<file path="src/lcc_pkg.sv">
// ----------------------------------------------------------------------------
// lcc_pkg: shared types and constants for the load cell calibrate/convert core
// Field widths, command and register codes, and the job word that travels
// from the front end to the conversion back end.
// ----------------------------------------------------------------------------
`default_nettype none

package lcc_pkg;

  localparam int ADC_W      = 24;
  localparam int KPA_W      = 16;
  localparam int SUM_W      = ADC_W + 4;       // holds up to 16 full-scale samples
  localparam int OP_W       = 2;
  localparam int CFG_IDX_W  = 3;
  localparam int CFG_DATA_W = 24;
  localparam int CNT_CFG_W  = 2;
  localparam int DIFF_W     = ADC_W + 1;       // signed reading difference
  localparam int KD_W       = KPA_W + 1;       // signed pressure difference
  localparam int QUO_W      = ADC_W + KPA_W;   // product magnitude and quotient

  localparam int DEF_SAMPLE_COUNT = 10;
  localparam int DEF_ADC_BITS     = 24;
  localparam int QUEUE_DEPTH      = 2;

  localparam logic [KPA_W-1:0] KPA_MAX = {KPA_W{1'b1}};

  localparam logic [OP_W-1:0] OP_CAL_START  = 2'd0;
  localparam logic [OP_W-1:0] OP_MEAS_START = 2'd1;
  localparam logic [OP_W-1:0] OP_STOP       = 2'd2;
  localparam logic [OP_W-1:0] OP_SAMPLE     = 2'd3;

  localparam logic KIND_MEAS = 1'b0;
  localparam logic KIND_CAL  = 1'b1;

  localparam logic [CNT_CFG_W-1:0] POINTS_FULL = 2'd3;

  localparam logic [CFG_IDX_W-1:0] REG_POINT_COUNT = 3'd0;
  localparam logic [CFG_IDX_W-1:0] REG_POINT0_ADC  = 3'd1;
  localparam logic [CFG_IDX_W-1:0] REG_POINT0_KPA  = 3'd2;
  localparam logic [CFG_IDX_W-1:0] REG_POINT1_ADC  = 3'd3;
  localparam logic [CFG_IDX_W-1:0] REG_POINT1_KPA  = 3'd4;
  localparam logic [CFG_IDX_W-1:0] REG_POINT2_ADC  = 3'd5;
  localparam logic [CFG_IDX_W-1:0] REG_POINT2_KPA  = 3'd6;

  typedef struct packed {
    logic [CNT_CFG_W-1:0] point_count;
    logic [ADC_W-1:0]     p0_adc;
    logic [KPA_W-1:0]     p0_kpa;
    logic [ADC_W-1:0]     p1_adc;
    logic [KPA_W-1:0]     p1_kpa;
    logic [ADC_W-1:0]     p2_adc;
    logic [KPA_W-1:0]     p2_kpa;
  } cfg_t;

  typedef struct packed {
    logic             kind;
    logic [KPA_W-1:0] kpa;
    logic [ADC_W-1:0] sample;
    logic [SUM_W-1:0] sum;
    logic [ADC_W-1:0] max_v;
    logic [ADC_W-1:0] min_v;
  } job_t;

  typedef struct packed {
    logic full;
    logic empty;
  } q_status_t;

endpackage

`default_nettype wire

</file>
<file path="src/load_cell_calibrate_and_convert_core.sv">
// Flow: commands and non-final samples only update the front end; a final
//   calibration or measurement sample is queued, then popped, given two or three
//   setup steps and 40 divider steps, and written to the result register once free.
// Engine: the 40-step serial divider is shared by averaging and interpolation;
//   one job is worked at a time and two jobs may queue.
// Reset: synchronous active-low; clears mode, accumulators, queue, config.
// ----------------------------------------------------------------------------
// load_cell_calibrate_and_convert_core: load cell front end top level
// Configuration registers, command front end, job queue and conversion engine.
// ----------------------------------------------------------------------------
`default_nettype none

module load_cell_calibrate_and_convert_core #(
  parameter int SAMPLE_COUNT = lcc_pkg::DEF_SAMPLE_COUNT,
  parameter int ADC_BITS     = lcc_pkg::DEF_ADC_BITS
) (
  input  wire logic                           clk,
  input  wire logic                           rst_n,
  input  wire logic                           in_valid,
  output logic                                in_stall,
  input  wire logic [lcc_pkg::OP_W-1:0]       in_opcode,
  input  wire logic [lcc_pkg::ADC_W-1:0]      in_adc_value,
  input  wire logic [lcc_pkg::KPA_W-1:0]      in_ref_kpa,
  output logic                                out_valid,
  input  wire logic                           out_stall,
  output logic                                out_result_kind,
  output logic [lcc_pkg::KPA_W-1:0]           out_pressure_kpa,
  output logic [lcc_pkg::ADC_W-1:0]           out_adc_average,
  input  wire logic                           cfg_valid,
  output logic                                cfg_ready,
  input  wire logic [lcc_pkg::CFG_IDX_W-1:0]  cfg_index,
  input  wire logic [lcc_pkg::CFG_DATA_W-1:0] cfg_data
);
  import lcc_pkg::*;

  cfg_t      cfg_r, cfg_nxt;
  q_status_t q_stat;
  job_t      push_job;
  job_t      pop_job;
  logic      push;
  logic      pop;

  assign cfg_ready = 1'b1;

  always_comb begin
    cfg_nxt = cfg_r;
    if (cfg_valid && cfg_ready) begin
      case (cfg_index)
        REG_POINT_COUNT: cfg_nxt.point_count = cfg_data[CNT_CFG_W-1:0];
        REG_POINT0_ADC:  cfg_nxt.p0_adc      = cfg_data[ADC_W-1:0];
        REG_POINT0_KPA:  cfg_nxt.p0_kpa      = cfg_data[KPA_W-1:0];
        REG_POINT1_ADC:  cfg_nxt.p1_adc      = cfg_data[ADC_W-1:0];
        REG_POINT1_KPA:  cfg_nxt.p1_kpa      = cfg_data[KPA_W-1:0];
        REG_POINT2_ADC:  cfg_nxt.p2_adc      = cfg_data[ADC_W-1:0];
        REG_POINT2_KPA:  cfg_nxt.p2_kpa      = cfg_data[KPA_W-1:0];
        default:         cfg_nxt             = cfg_r;
      endcase
    end
  end

  always_ff @(posedge clk) begin
    if (!rst_n) begin
      cfg_r <= '0;
    end else begin
      cfg_r <= cfg_nxt;
    end
  end

  lcc_front #(
    .SAMPLE_COUNT (SAMPLE_COUNT),
    .ADC_BITS     (ADC_BITS)
  ) u_front (
    .clk          (clk),
    .rst_n        (rst_n),
    .in_valid     (in_valid),
    .in_stall     (in_stall),
    .in_opcode    (in_opcode),
    .in_adc_value (in_adc_value),
    .in_ref_kpa   (in_ref_kpa),
    .point_count  (cfg_r.point_count),
    .q_stat       (q_stat),
    .push         (push),
    .push_job     (push_job)
  );

  lcc_queue u_queue (
    .clk      (clk),
    .rst_n    (rst_n),
    .push     (push),
    .push_job (push_job),
    .pop      (pop),
    .pop_job  (pop_job),
    .q_stat   (q_stat)
  );

  lcc_back #(
    .SAMPLE_COUNT (SAMPLE_COUNT)
  ) u_back (
    .clk              (clk),
    .rst_n            (rst_n),
    .cfg              (cfg_r),
    .q_stat           (q_stat),
    .pop_job          (pop_job),
    .pop              (pop),
    .out_valid        (out_valid),
    .out_stall        (out_stall),
    .out_result_kind  (out_result_kind),
    .out_pressure_kpa (out_pressure_kpa),
    .out_adc_average  (out_adc_average)
  );

endmodule

`default_nettype wire

</file>
<file path="src/lcc_front.sv">
// ----------------------------------------------------------------------------
// lcc_front: command decode and calibration accumulation
// Tracks the mode, sums calibration samples with running max/min, and hands
// a finished calibration or a measurement sample to the queue as one job.
// ----------------------------------------------------------------------------
`default_nettype none

module lcc_front #(
  parameter int SAMPLE_COUNT = lcc_pkg::DEF_SAMPLE_COUNT,
  parameter int ADC_BITS     = lcc_pkg::DEF_ADC_BITS
) (
  input  wire logic                        clk,
  input  wire logic                        rst_n,
  input  wire logic                        in_valid,
  output logic                             in_stall,
  input  wire logic [lcc_pkg::OP_W-1:0]    in_opcode,
  input  wire logic [lcc_pkg::ADC_W-1:0]   in_adc_value,
  input  wire logic [lcc_pkg::KPA_W-1:0]   in_ref_kpa,
  input  wire logic [lcc_pkg::CNT_CFG_W-1:0] point_count,
  input  wire lcc_pkg::q_status_t          q_stat,
  output logic                             push,
  output lcc_pkg::job_t                    push_job
);
  import lcc_pkg::*;

  localparam int CNT_W  = $clog2(SAMPLE_COUNT + 1);
  localparam int SUMW_L = ADC_W + $clog2(SAMPLE_COUNT);
  localparam logic [ADC_W-1:0] ADC_MASK = (ADC_BITS >= ADC_W) ? {ADC_W{1'b1}} :
                                          ADC_W'((64'd1 << ADC_BITS) - 64'd1);

  localparam logic [1:0] MODE_IDLE = 2'd0;
  localparam logic [1:0] MODE_CAL  = 2'd1;
  localparam logic [1:0] MODE_MEAS = 2'd2;

  logic [1:0]        mode_r, mode_nxt;
  logic [CNT_W-1:0]  left_r, left_nxt;
  logic [SUMW_L-1:0] sum_r, sum_nxt;
  logic [ADC_W-1:0]  max_r, max_nxt;
  logic [ADC_W-1:0]  min_r, min_nxt;
  logic [KPA_W-1:0]  held_r, held_nxt;

  logic              accept;
  logic [ADC_W-1:0]  sample_a;
  logic [SUMW_L-1:0] sum_add;
  logic [ADC_W-1:0]  max_new;
  logic [ADC_W-1:0]  min_new;

  assign in_stall = q_stat.full;
  assign accept   = in_valid & ~in_stall;
  assign sample_a = in_adc_value & ADC_MASK;
  assign sum_add  = sum_r + SUMW_L'(sample_a);
  assign max_new  = (sample_a > max_r) ? sample_a : max_r;
  assign min_new  = (sample_a < min_r) ? sample_a : min_r;

  always_comb begin
    mode_nxt = mode_r;
    left_nxt = left_r;
    sum_nxt  = sum_r;
    max_nxt  = max_r;
    min_nxt  = min_r;
    held_nxt = held_r;
    push     = 1'b0;
    push_job.kind   = KIND_CAL;
    push_job.kpa    = held_r;
    push_job.sample = sample_a;
    push_job.sum    = SUM_W'(sum_add);
    push_job.max_v  = max_new;
    push_job.min_v  = min_new;
    if (accept) begin
      case (in_opcode)
        OP_CAL_START: begin
          held_nxt = in_ref_kpa;
          left_nxt = CNT_W'(SAMPLE_COUNT);
          sum_nxt  = '0;
          max_nxt  = '0;
          min_nxt  = {ADC_W{1'b1}};
          mode_nxt = MODE_CAL;
        end
        OP_MEAS_START: mode_nxt = MODE_MEAS;
        OP_STOP:       mode_nxt = MODE_IDLE;
        OP_SAMPLE: begin
          if (mode_r == MODE_CAL) begin
            sum_nxt = sum_add;
            max_nxt = max_new;
            min_nxt = min_new;
            if (left_r > CNT_W'(1)) begin
              left_nxt = left_r - CNT_W'(1);
            end else begin
              // last sample: ship the totals, trimming happens downstream
              left_nxt = '0;
              push     = 1'b1;
              mode_nxt = MODE_IDLE;
            end
          end else if (mode_r == MODE_MEAS && point_count == POINTS_FULL) begin
            push          = 1'b1;
            push_job.kind = KIND_MEAS;
            mode_nxt      = MODE_IDLE;
          end
        end
        default: mode_nxt = mode_r;
      endcase
    end
  end

  always_ff @(posedge clk) begin
    if (!rst_n) begin
      mode_r <= MODE_IDLE;
      left_r <= '0;
      sum_r  <= '0;
      max_r  <= '0;
      min_r  <= {ADC_W{1'b1}};
      held_r <= '0;
    end else begin
      mode_r <= mode_nxt;
      left_r <= left_nxt;
      sum_r  <= sum_nxt;
      max_r  <= max_nxt;
      min_r  <= min_nxt;
      held_r <= held_nxt;
    end
  end

endmodule

`default_nettype wire

</file>
<file path="src/lcc_queue.sv">
// ----------------------------------------------------------------------------
// lcc_queue: short job queue between front end and back end
// Circular buffer with count; lets either side stall independently.
// ----------------------------------------------------------------------------
`default_nettype none

module lcc_queue (
  input  wire logic          clk,
  input  wire logic          rst_n,
  input  wire logic          push,
  input  wire lcc_pkg::job_t push_job,
  input  wire logic          pop,
  output lcc_pkg::job_t      pop_job,
  output lcc_pkg::q_status_t q_stat
);
  import lcc_pkg::*;

  localparam int PTR_W = (QUEUE_DEPTH > 1) ? $clog2(QUEUE_DEPTH) : 1;
  localparam int CNT_W = $clog2(QUEUE_DEPTH + 1);
  localparam logic [PTR_W-1:0] LAST = PTR_W'(QUEUE_DEPTH - 1);

  job_t             mem [QUEUE_DEPTH];
  logic [PTR_W-1:0] wr_ptr_r, wr_ptr_nxt;
  logic [PTR_W-1:0] rd_ptr_r, rd_ptr_nxt;
  logic [CNT_W-1:0] count_r, count_nxt;
  logic             do_push;
  logic             do_pop;

  assign q_stat.full  = (count_r == CNT_W'(QUEUE_DEPTH));
  assign q_stat.empty = (count_r == '0);
  assign do_push      = push & ~q_stat.full;
  assign do_pop       = pop & ~q_stat.empty;
  assign pop_job      = mem[rd_ptr_r];

  always_comb begin
    wr_ptr_nxt = wr_ptr_r;
    rd_ptr_nxt = rd_ptr_r;
    count_nxt  = count_r;
    if (do_push) begin
      wr_ptr_nxt = (wr_ptr_r == LAST) ? '0 : wr_ptr_r + PTR_W'(1);
    end
    if (do_pop) begin
      rd_ptr_nxt = (rd_ptr_r == LAST) ? '0 : rd_ptr_r + PTR_W'(1);
    end
    if (do_push && !do_pop) begin
      count_nxt = count_r + CNT_W'(1);
    end else if (!do_push && do_pop) begin
      count_nxt = count_r - CNT_W'(1);
    end
  end

  always_ff @(posedge clk) begin
    if (do_push) begin
      mem[wr_ptr_r] <= push_job;
    end
  end

  always_ff @(posedge clk) begin
    if (!rst_n) begin
      wr_ptr_r <= '0;
      rd_ptr_r <= '0;
      count_r  <= '0;
    end else begin
      wr_ptr_r <= wr_ptr_nxt;
      rd_ptr_r <= rd_ptr_nxt;
      count_r  <= count_nxt;
    end
  end

endmodule

`default_nettype wire

</file>
<file path="src/lcc_back.sv">
// ----------------------------------------------------------------------------
// lcc_back: trimmed mean and piecewise linear conversion engine
// Sequencer around one multiplier and a shared radix-2 restoring divider;
// drives the result register.
// ----------------------------------------------------------------------------
`default_nettype none

module lcc_back #(
  parameter int SAMPLE_COUNT = lcc_pkg::DEF_SAMPLE_COUNT
) (
  input  wire logic                      clk,
  input  wire logic                      rst_n,
  input  wire lcc_pkg::cfg_t             cfg,
  input  wire lcc_pkg::q_status_t        q_stat,
  input  wire lcc_pkg::job_t             pop_job,
  output logic                           pop,
  output logic                           out_valid,
  input  wire logic                      out_stall,
  output logic                           out_result_kind,
  output logic [lcc_pkg::KPA_W-1:0]      out_pressure_kpa,
  output logic [lcc_pkg::ADC_W-1:0]      out_adc_average
);
  import lcc_pkg::*;

  localparam int IT_W = $clog2(QUO_W + 1);
  localparam logic [ADC_W-1:0] CAL_DIVISOR = ADC_W'(SAMPLE_COUNT - 2);

  localparam logic [2:0] ST_IDLE = 3'd0;
  localparam logic [2:0] ST_PREP = 3'd1;
  localparam logic [2:0] ST_ABS  = 3'd2;
  localparam logic [2:0] ST_MUL  = 3'd3;
  localparam logic [2:0] ST_DIV  = 3'd4;
  localparam logic [2:0] ST_FIN  = 3'd5;

  logic [2:0]        state_r, state_nxt;
  job_t              job_r, job_nxt;
  logic [KD_W-1:0]   kd_r, kd_nxt;
  logic [DIFF_W-1:0] ad_r, ad_nxt;
  logic [DIFF_W-1:0] den_r, den_nxt;
  logic [KPA_W-1:0]  kb_r, kb_nxt;
  logic              zero_r, zero_nxt;
  logic [DIFF_W-1:0] cut_r, cut_nxt;
  logic [KPA_W-1:0]  kd_mag_r, kd_mag_nxt;
  logic [ADC_W-1:0]  ad_mag_r, ad_mag_nxt;
  logic              neg_r, neg_nxt;
  logic [QUO_W-1:0]  quo_r, quo_nxt;
  logic [ADC_W-1:0]  rem_r, rem_nxt;
  logic [ADC_W-1:0]  dvsr_r, dvsr_nxt;
  logic [IT_W-1:0]   iter_r, iter_nxt;
  logic              ov_r, ov_nxt;
  logic              kind_r, kind_nxt;
  logic [KPA_W-1:0]  press_r, press_nxt;
  logic [ADC_W-1:0]  avg_r, avg_nxt;

  logic              sel_hi;
  logic [ADC_W-1:0]  ab, ae;
  logic [KPA_W-1:0]  kb, ke;
  logic [SUM_W-1:0]  cut_w;
  logic [ADC_W:0]    rem_sh;
  logic              rem_ge;
  logic [QUO_W:0]    pos_sum;
  logic [KPA_W-1:0]  conv;

  assign out_valid        = ov_r;
  assign out_result_kind  = kind_r;
  assign out_pressure_kpa = press_r;
  assign out_adc_average  = avg_r;
  assign pop              = (state_r == ST_IDLE) & ~q_stat.empty;

  // segment select
  assign sel_hi = job_r.sample >= cfg.p1_adc;
  assign ab     = sel_hi ? cfg.p1_adc : cfg.p0_adc;
  assign ae     = sel_hi ? cfg.p2_adc : cfg.p1_adc;
  assign kb     = sel_hi ? cfg.p1_kpa : cfg.p0_kpa;
  assign ke     = sel_hi ? cfg.p2_kpa : cfg.p1_kpa;

  assign cut_w  = SUM_W'(cut_r);
  assign rem_sh = {rem_r, quo_r[QUO_W-1]};
  assign rem_ge = rem_sh >= {1'b0, dvsr_r};

  // final add and clamp of the conversion
  assign pos_sum = {1'b0, quo_r} + (QUO_W + 1)'(kb_r);
  always_comb begin
    if (zero_r) begin
      conv = '0;
    end else if (neg_r) begin
      conv = (quo_r > QUO_W'(kb_r)) ? '0 : kb_r - KPA_W'(quo_r);
    end else begin
      conv = (pos_sum > (QUO_W + 1)'(KPA_MAX)) ? KPA_MAX : KPA_W'(pos_sum);
    end
  end

  always_comb begin
    state_nxt  = state_r;
    job_nxt    = job_r;
    kd_nxt     = kd_r;
    ad_nxt     = ad_r;
    den_nxt    = den_r;
    kb_nxt     = kb_r;
    zero_nxt   = zero_r;
    cut_nxt    = cut_r;
    kd_mag_nxt = kd_mag_r;
    ad_mag_nxt = ad_mag_r;
    neg_nxt    = neg_r;
    quo_nxt    = quo_r;
    rem_nxt    = rem_r;
    dvsr_nxt   = dvsr_r;
    iter_nxt   = iter_r;
    ov_nxt     = ov_r & out_stall;
    kind_nxt   = kind_r;
    press_nxt  = press_r;
    avg_nxt    = avg_r;
    case (state_r)
      ST_IDLE: begin
        if (pop) begin
          job_nxt   = pop_job;
          state_nxt = ST_PREP;
        end
      end
      ST_PREP: begin
        den_nxt  = {1'b0, ae} - {1'b0, ab};
        ad_nxt   = {1'b0, job_r.sample} - {1'b0, ab};
        kd_nxt   = {1'b0, ke} - {1'b0, kb};
        kb_nxt   = kb;
        zero_nxt = (ae == ab);
        cut_nxt  = {1'b0, job_r.max_v} + {1'b0, job_r.min_v};
        state_nxt = ST_ABS;
      end
      ST_ABS: begin
        kd_mag_nxt = KPA_W'(kd_r[KD_W-1] ? -kd_r : kd_r);
        ad_mag_nxt = ADC_W'(ad_r[DIFF_W-1] ? -ad_r : ad_r);
        dvsr_nxt   = ADC_W'(den_r[DIFF_W-1] ? -den_r : den_r);
        neg_nxt    = kd_r[KD_W-1] ^ ad_r[DIFF_W-1] ^ den_r[DIFF_W-1];
        rem_nxt    = '0;
        iter_nxt   = IT_W'(QUO_W);
        if (job_r.kind == KIND_CAL) begin
          // drop largest and smallest, clamp at zero
          quo_nxt   = (job_r.sum >= cut_w) ? QUO_W'(job_r.sum - cut_w) : '0;
          dvsr_nxt  = CAL_DIVISOR;
          state_nxt = ST_DIV;
        end else begin
          state_nxt = ST_MUL;
        end
      end
      ST_MUL: begin
        quo_nxt   = QUO_W'(kd_mag_r) * QUO_W'(ad_mag_r);
        state_nxt = ST_DIV;
      end
      ST_DIV: begin
        rem_nxt  = rem_ge ? ADC_W'(rem_sh - {1'b0, dvsr_r}) : ADC_W'(rem_sh);
        quo_nxt  = {quo_r[QUO_W-2:0], rem_ge};
        iter_nxt = iter_r - IT_W'(1);
        if (iter_r == IT_W'(1)) begin
          state_nxt = ST_FIN;
        end
      end
      ST_FIN: begin
        // hold until the result register frees up
        if (!ov_r || !out_stall) begin
          ov_nxt   = 1'b1;
          kind_nxt = job_r.kind;
          if (job_r.kind == KIND_CAL) begin
            press_nxt = job_r.kpa;
            avg_nxt   = quo_r[ADC_W-1:0];
          end else begin
            press_nxt = conv;
            avg_nxt   = '0;
          end
          state_nxt = ST_IDLE;
        end
      end
      default: state_nxt = ST_IDLE;
    endcase
  end

  always_ff @(posedge clk) begin
    if (!rst_n) begin
      state_r <= ST_IDLE;
      ov_r    <= 1'b0;
    end else begin
      state_r <= state_nxt;
      ov_r    <= ov_nxt;
    end
  end

  always_ff @(posedge clk) begin
    job_r    <= job_nxt;
    kd_r     <= kd_nxt;
    ad_r     <= ad_nxt;
    den_r    <= den_nxt;
    kb_r     <= kb_nxt;
    zero_r   <= zero_nxt;
    cut_r    <= cut_nxt;
    kd_mag_r <= kd_mag_nxt;
    ad_mag_r <= ad_mag_nxt;
    neg_r    <= neg_nxt;
    quo_r    <= quo_nxt;
    rem_r    <= rem_nxt;
    dvsr_r   <= dvsr_nxt;
    iter_r   <= iter_nxt;
    kind_r   <= kind_nxt;
    press_r  <= press_nxt;
    avg_r    <= avg_nxt;
  end

endmodule

`default_nettype wire

</file>
<file path="config.mk">
export PLATFORM = sky130hd
export DESIGN_NAME = load_cell_calibrate_and_convert_core
export DESIGN_NICKNAME = d
export VERILOG_FILES = /design/src/lcc_pkg.sv /design/src/load_cell_calibrate_and_convert_core.sv /design/src/lcc_front.sv /design/src/lcc_queue.sv /design/src/lcc_back.sv
export SDC_FILE = /design/constraint.sdc
export NUM_CORES = 2
export LEC_CHECK = 0
export ABC_AREA = 1
export BUFFER_PORTS_ARGS = -buffer_cell sky130_fd_sc_hd__buf_2
export CAP_MARGIN = 30
export CELL_PAD_IN_SITES_DETAIL_PLACEMENT = 1
export CELL_PAD_IN_SITES_GLOBAL_PLACEMENT = 2
export CORE_ASPECT_RATIO = 1.1
export CORE_MARGIN = 3
export CORE_UTILIZATION = 39
export DETAILED_ROUTE_END_ITERATION = 8
export PLACE_DENSITY_LB_ADDON = 0.2
export SETUP_SLACK_MARGIN = 0.3
export SLEW_MARGIN = 5
export SYNTH_ARGS = -nofsm -noshare
export SYNTH_HDL_FRONTEND = slang
export SYNTH_HIERARCHICAL = 1
export SYNTH_SLANG_ARGS = --single-unit
</file>
<file path="constraint.sdc">
create_clock -name clk -period 39 [get_ports clk]
set_input_delay 9.75 -clock clk [delete_from_list [all_inputs] [get_ports clk]]
set_output_delay 9.75 -clock clk [all_outputs]
set_load 0.01 [all_outputs]
</file>
## Word level (Yosys, flattened, before mapping)

Memory sizes are Yosys's and may differ from the RTL's. A register that Yosys moved wholly into a read port is not among the register bits.
Index checks and enable logic that the tools add are counted.

- Memories kept: 1
- RAM bits: 234
- Flip-flop bits (word level): 513
- Output and inout port bits: 44

- Reduce and logical (&&, ||, !) cells: 30
- Bitwise logic cells: 9
- Mux-type cells: 55
- $lt $le $gt $ge: 8
- Multipliers: 1
- Equality and inequality tests: 27
- Add/sub/neg operators: 18

Memory list:

| memory | words | width | read ports | clocked after memory_dff | write ports | line | RTL |
|---|---|---|---|---|---|---|---|
| u_queue.mem | 2 | 117 | 1 | 1 | 1 | lcc_queue.sv:22 | `job_t mem [QUEUE_DEPTH];` |

Operators with widths:

| cell | count |
|---|---|
| $mux W24 | 9 |
| $pmux W24 S2 | 3 |
| $mux W16 | 8 |
| $pmux W40 S3 | 1 |
| $mux W40 | 2 |
| $pmux W28 S2 | 1 |
| $sub A24 B24 Y25 | 2 |
| $neg A24 Y24 | 2 |
| $add A40 B16 Y41 | 1 |
| $gt A41 B16 Y1 const B | 1 |
| $gt A40 B16 Y1 | 1 |
| $mul A16 B24 Y40 | 1 |
| $sub A28 B25 Y29 | 1 |
| $add A28 B24 Y28 | 1 |
| $ge A28 B25 Y1 | 1 |
| $mux W28 | 1 |
| $add A24 B24 Y25 | 1 |
| $ge A25 B24 Y1 | 1 |
| $eq A24 B24 Y1 | 1 |
| $ge A24 B24 Y1 | 1 |
| $gt A24 B24 Y1 | 1 |
| $lt A24 B24 Y1 | 1 |
| $sub A24 B24 Y24 | 1 |
| $reduce_and A2 Y1 | 11 |
| 38 further kinds | 94 |

## Logic depth before layout (Yosys ltp)

- Word-level depth: 11
- Gate-level depth with buffers: 32
- Mapped depth without buffers: 30

## By module

The synthesis kept the hierarchy.

Modules (own cells, without submodules):

| module | times used | cells each | area an instance (µm²) |
|---|---|---|---|
| lcc_back | 1 | 4,964 | 40,437.5 |
| lcc_queue | 1 | 402 | 8,794.7 |
| lcc_front | 1 | 1,235 | 7,847.5 |
| load_cell_calibrate_and_convert_core | 1 | 706 | 4,878.4 |

## Worst setup path after synthesis

OpenSTA, ideal clock, no wires.

- Kind: in2reg
- From: input port in_opcode[0] in the netlist's numbering
- To: memory u_queue/mem[0][0] in the netlist's numbering (enable)
- Data arrival time: 15,159 ps
- Cell stages on the path: 6
- Buffers on the path: 0
- Setup slack: 23,247 ps
- Cell sequence: nand2_1 > inv_2 > nand2_2 > nor2_1 > o21ai_0 > nor2_1

- Word-level cells in the longest chain between the ends: 6

RTL lines:

| element | line | RTL |
|---|---|---|
| from (decl) | load_cell_calibrate_and_convert_core.sv:21 | `input wire logic [lcc_pkg::OP_W-1:0] in_opcode,` |
| $eq A2 B2 Y1 | lcc_front.sv:70 | `case (in_opcode)` |
| $mux W1 | lcc_front.sv:70 |  |
| $mux W1 | lcc_front.sv:69 | `if (accept) begin` |
| via push | load_cell_calibrate_and_convert_core.sv:40 | `logic push;` |
| $and A1 B1 Y1 | lcc_queue.sv:31 | `assign do_push = push & ~q_stat.full;` |
| $mux W1 | lcc_queue.sv:53 | `if (do_push) begin` |
| $mux W1 (not written as such) | lcc_queue.sv:54 | `mem[wr_ptr_r] <= push_job;` |
| to (decl) | lcc_queue.sv:22 |  |

The timed path passes the listed nets, and every way through them passes these cells.

## Final worst setup path

- From: input port in_opcode[0] in the netlist's numbering
- To: register u_front.left_r[3]

- Word-level cells in the longest chain between the ends: 3

RTL lines:

| element | line | RTL |
|---|---|---|
| $eq A2 B2 Y1 / $logic_not A2 Y1 (equally long branches) | lcc_front.sv:70 |  |
| $ne A2 B1 Y1 (no line) / $reduce_bool A2 Y1 (equally long branches) | - |  |
| $reduce_and A3 Y1 (no line) | - |  |
| to (signal assigned) | lcc_front.sv:115 | `left_r <= left_nxt;` |
| to (decl) | lcc_front.sv:36 | `logic [CNT_W-1:0] left_r, left_nxt;` |

Several ways; a longest one is shown, not always the timed one.
A chain may end at the register's enable or synchronous reset.

==> results.toml <==
[synthesis]
synth_ff_type = "edfxtp_1"
muxShareOfSynthArea_pct = 2.31
synth-simple-area-share_pct = 20.7
synthAdderAreaFrac_pct = 18.2
ys_top_cells_by_area = "edfxtp_1, fa_1, nand2_1"
ys_ff_latch = 865
yosysSeqAreaShare_pct = 38.2
synthCells = 7307
syn_area_mm2 = 0.0620
synth_compound_area_share_pct = 8.20
synth.avg_cell_area_um2 = 8.48
syn-num-nets = 8095
synth.top_cell.area_share_pct = 30.8
synth_edf_count = 636
synth_top_family_by_area = "simple AND/OR/NAND/NOR gates"
ys.warnings.count = 6
yosys.area.top_type = "edfxtp_1"
async_reset_ff_share_pct = 0
synthXorXnorAreaFrac_pct = 2.83
yosys.cell_types.count = 70

[clock_network]
cts_root_buf = "clkbuf_16"
cts_buffers = 97
cts_resized = 0
h-tree-depth = 3
clockBufferDepth = 3
clk_latency_ps = 720
cts_tree = "yes"
cts.sinks = 865
cts_hold_buf = 0
postCtsSetupBuffers = 0
cts.clk_slew.worst_paths_ps = 60

[drt]
ant_nets = 0
dr.pass1.iters = 5
post_drt_wl_per_cell_um = 21.5
wl_mm = 205
drc = 0
first_iter_violations = 2503
num_vias = 48922
routed_via_density = 5.15

[floorplan]
fp.dieW_um = 386
std_cell_rows = 152
ios = 118
die_h_um = 424
core_area_mm2 = 0.157
die_area_mm2 = 0.164
initial_core_util_pct = 39.5

[setup_path]
path_max_fanout = 44
crit_arrival_ps = 12670
start_kind = "input port"
critical_path_required_ps = 39640
critPathKind = "in -> reg"
endpoint_kind = "register"

[place]
pre_cts_ws_ps = 26250
dp.final_hpwl_mm = 159
place.gp.congestion = 0.902
port_buffers = 116

[grt]
grt_usage_pct = 25.0
grt_pass1_vias = 51779
antenna_found_initial = 4
grt_max_degree = 89
overflow = 0
grt_pass1_wl_mm = 313

[timing]
finClkSkew_ps = 49.5
min_period_ps = 12030
setup_viol = 0
tightest_slew_ps = 1020
fin_ws_ps = 26970
slew_violations = 0
hold_violations = 0
rsz0062_at_grt = "false"
finalSetupTns_ps = 0
period_share_pct = 30.9
slew_headroom_pct = 31.5
fmax_ghz = 0.0831

[pwr]
p_switching_mw = 1.29
p_per_area_mw_per_mm2 = 48.4
p_int_mw = 2.00
power_frac_seq_pct = 31.4
p_leak_nw = 30.6
swShare_pct = 39.2
clkPwrFrac_pct = 29.2
combPwrFrac_pct = 39.4
ir_drop_v = 0.0000656

[run_status]
status = "finished, final reports clean"

[hold_path]
hold_class = "reg -> reg"

[layout]
areaGrowthSynthToFinish_pct = 9.55
drive_gt1_share_pct = 8.62
layout.nets = 8115

[job]
cap_violations = 0
[synthesized netlist by cell type (5+ instances only)]
cell         n
o21ai_1     10
nor3_1      58
nand3_1    404
nand3_2     10
and3_1       8
and2_1      40
o31ai_1      7
a21oi_2      5
a211oi_1     6
o22ai_1      9
o211ai_1    29
nor2_1     613
buf_2       65
inv_2       24
nand4_1     63
a21oi_1    420
o21a_1      11
nor2_2      20
clkbuf_1   146
dfxtp_1    229
nand3b_1    10
inv_1     1190
mux2_2      87
a21boi_0     7
buf_4       36
nand2_4      6
nor2_4      15
a31oi_1     29
o21bai_1    37
or2_2       19
fa_1       315
buf_1       12
o21ai_0    298
o221ai_1     7
xnor2_1     70
ha_1       399
nand2_2     48
nand2_1   1654
edfxtp_1   636
mux2_4      30
nor4_1      22
xor2_1     130
a21o_1      20
buf_6        9
[path summary, 6_finish.rpt]
path | from | endpoint | slack [ps] | depth (start not counted)
setup / recovery | in_opcode[0] | u_front/left_r[3]$_SDFFE_PN0P_ | 26970 | 11
hold / removal | u_front/held_r[3]$_SDFFE_PN0P_ | u_queue/mem[1][103]$_DFFE_PP_ | 460 | 0
setup reg to reg | u_back/ad_mag_r[13]$_DFFE_PN_ | u_back/quo_r[34]$_DFFE_PP_ | 31740 | 23
hold reg to reg | u_front/held_r[3]$_SDFFE_PN0P_ | u_queue/mem[1][103]$_DFFE_PP_ | 460 | 0
[per-stage QoR]
stage | instances | hold WS (ps) | cell area, um2 | util (%) | power, mW
after floorplan | 7307 | 426 | 62000 | - | 1.93
after global placement | 9299 | 440 | 64400 | 41.0 | 2.34
after detailed placement | 9304 | 449 | 64500 | 41.1 | 2.35
after CTS | 9488 | 464 | 67800 | 43.2 | 3.32
after global routing | 9491 | 480 | 67900 | 43.3 | 3.53
final | 9493 | 465 | 67900 | 43.3 | 3.28
[critical path, cell delays in order]
cell and delay [ps]:
buf_2 100, nand2_1 100, inv_2 430, nand2_2 230
nor2_8 420, nor2_4 40, buf_4 320, buf_4 400
inv_2 480, o21ai_0 150, a31oi_1 180
[power by group through the flow]
stage          logic [mW]  clock network, mW  registers (mW)
6_report             1.29              0.958            1.03
4_1_cts              1.31              0.983            1.03
3_3_place_gp         1.29                  0            1.05
2_1_floorplan       0.885                  0            1.04
5_1_grt              1.47               1.02            1.03
3_5_place_dp         1.30                  0            1.05
[cells by family (layout without fill, tap and decap cells)]
group | after synthesis | in the layout
adder cells (fa/ha/maj) | 714 | 714
multiplexers | 117 | 117
XOR/XNOR | 200 | 200
AO/OA/AOI/OAI | 918 | 918
other | 1 | 3
AND/OR/NAND/NOR | 3004 | 3004
buffers and inverters | 1488 | 1593
flip-flops | 865 | 865
[registers in the layout, indices dropped and copies added (netlist names), 3 cells and up, named ones only]
register	flops
u_back/kd_r	17
u_front/max_r	24
u_back/den_r	25
u_back/job_r	117
u_back/rem_r	24
cfg_r	122
u_back/state_r	3
u_back/ad_mag_r	24
u_back/quo_r	40
u_front/held_r	16
u_back/out_adc_average	24
u_back/cut_r	25
u_back/kd_mag_r	16
u_front/left_r	4
u_back/ad_r	25
u_front/min_r	24
u_back/dvsr_r	24
u_front/sum_r	28
u_back/iter_r	6
u_back/out_pressure_kpa	16
u_queue/mem	234
u_back/kb_r	16
[final cells by class]
| cell class | instances | area, um2 |
|---|---|---|
| inverter | 1217 | 4570 |
| sequential | 865 | 23700 |
| timing repair buffer | 192 | 1230 |
| multi-input combinational | 4954 | 32400 |
| fill | 18532 | 89000 |
| clock inverter | 58 | 678 |
| clock buffer | 126 | 2660 |
| tap | 2079 | 2600 |
| antenna | 2 | 5.00 |
[placed cells by master (no fill, tap or decap), types with 21 or more instances in the layout]
cell type,n
nand3_1,403
nor3_1,58
nand4_1,63
o21ai_0,297
xnor2_1,70
o211ai_1,29
ha_1,399
nand2_1,1653
xor2_1,130
buf_4,69
o21bai_1,37
nor4_1,21
a21oi_1,419
a31oi_1,29
fa_1,315
edfxtp_1,636
nand2_2,49
and2_1,40
nor2_2,21
mux2_4,30
nor2_1,607
mux2_2,87
inv_2,24
dfxtp_1,228
clkbuf_16,99
buf_2,118
inv_1,1190
[routing by layer]
metal  up-vias  routed length [um]  GRT usage (%)
li1      23535                   -              -
met1     24363               89200           32.3
met2       783              103000           44.6
met3       241                6750           2.11
met4         0                5550           7.05
met5         -                   0              0
No activity file was read; power rests on OpenSTA's default activity.
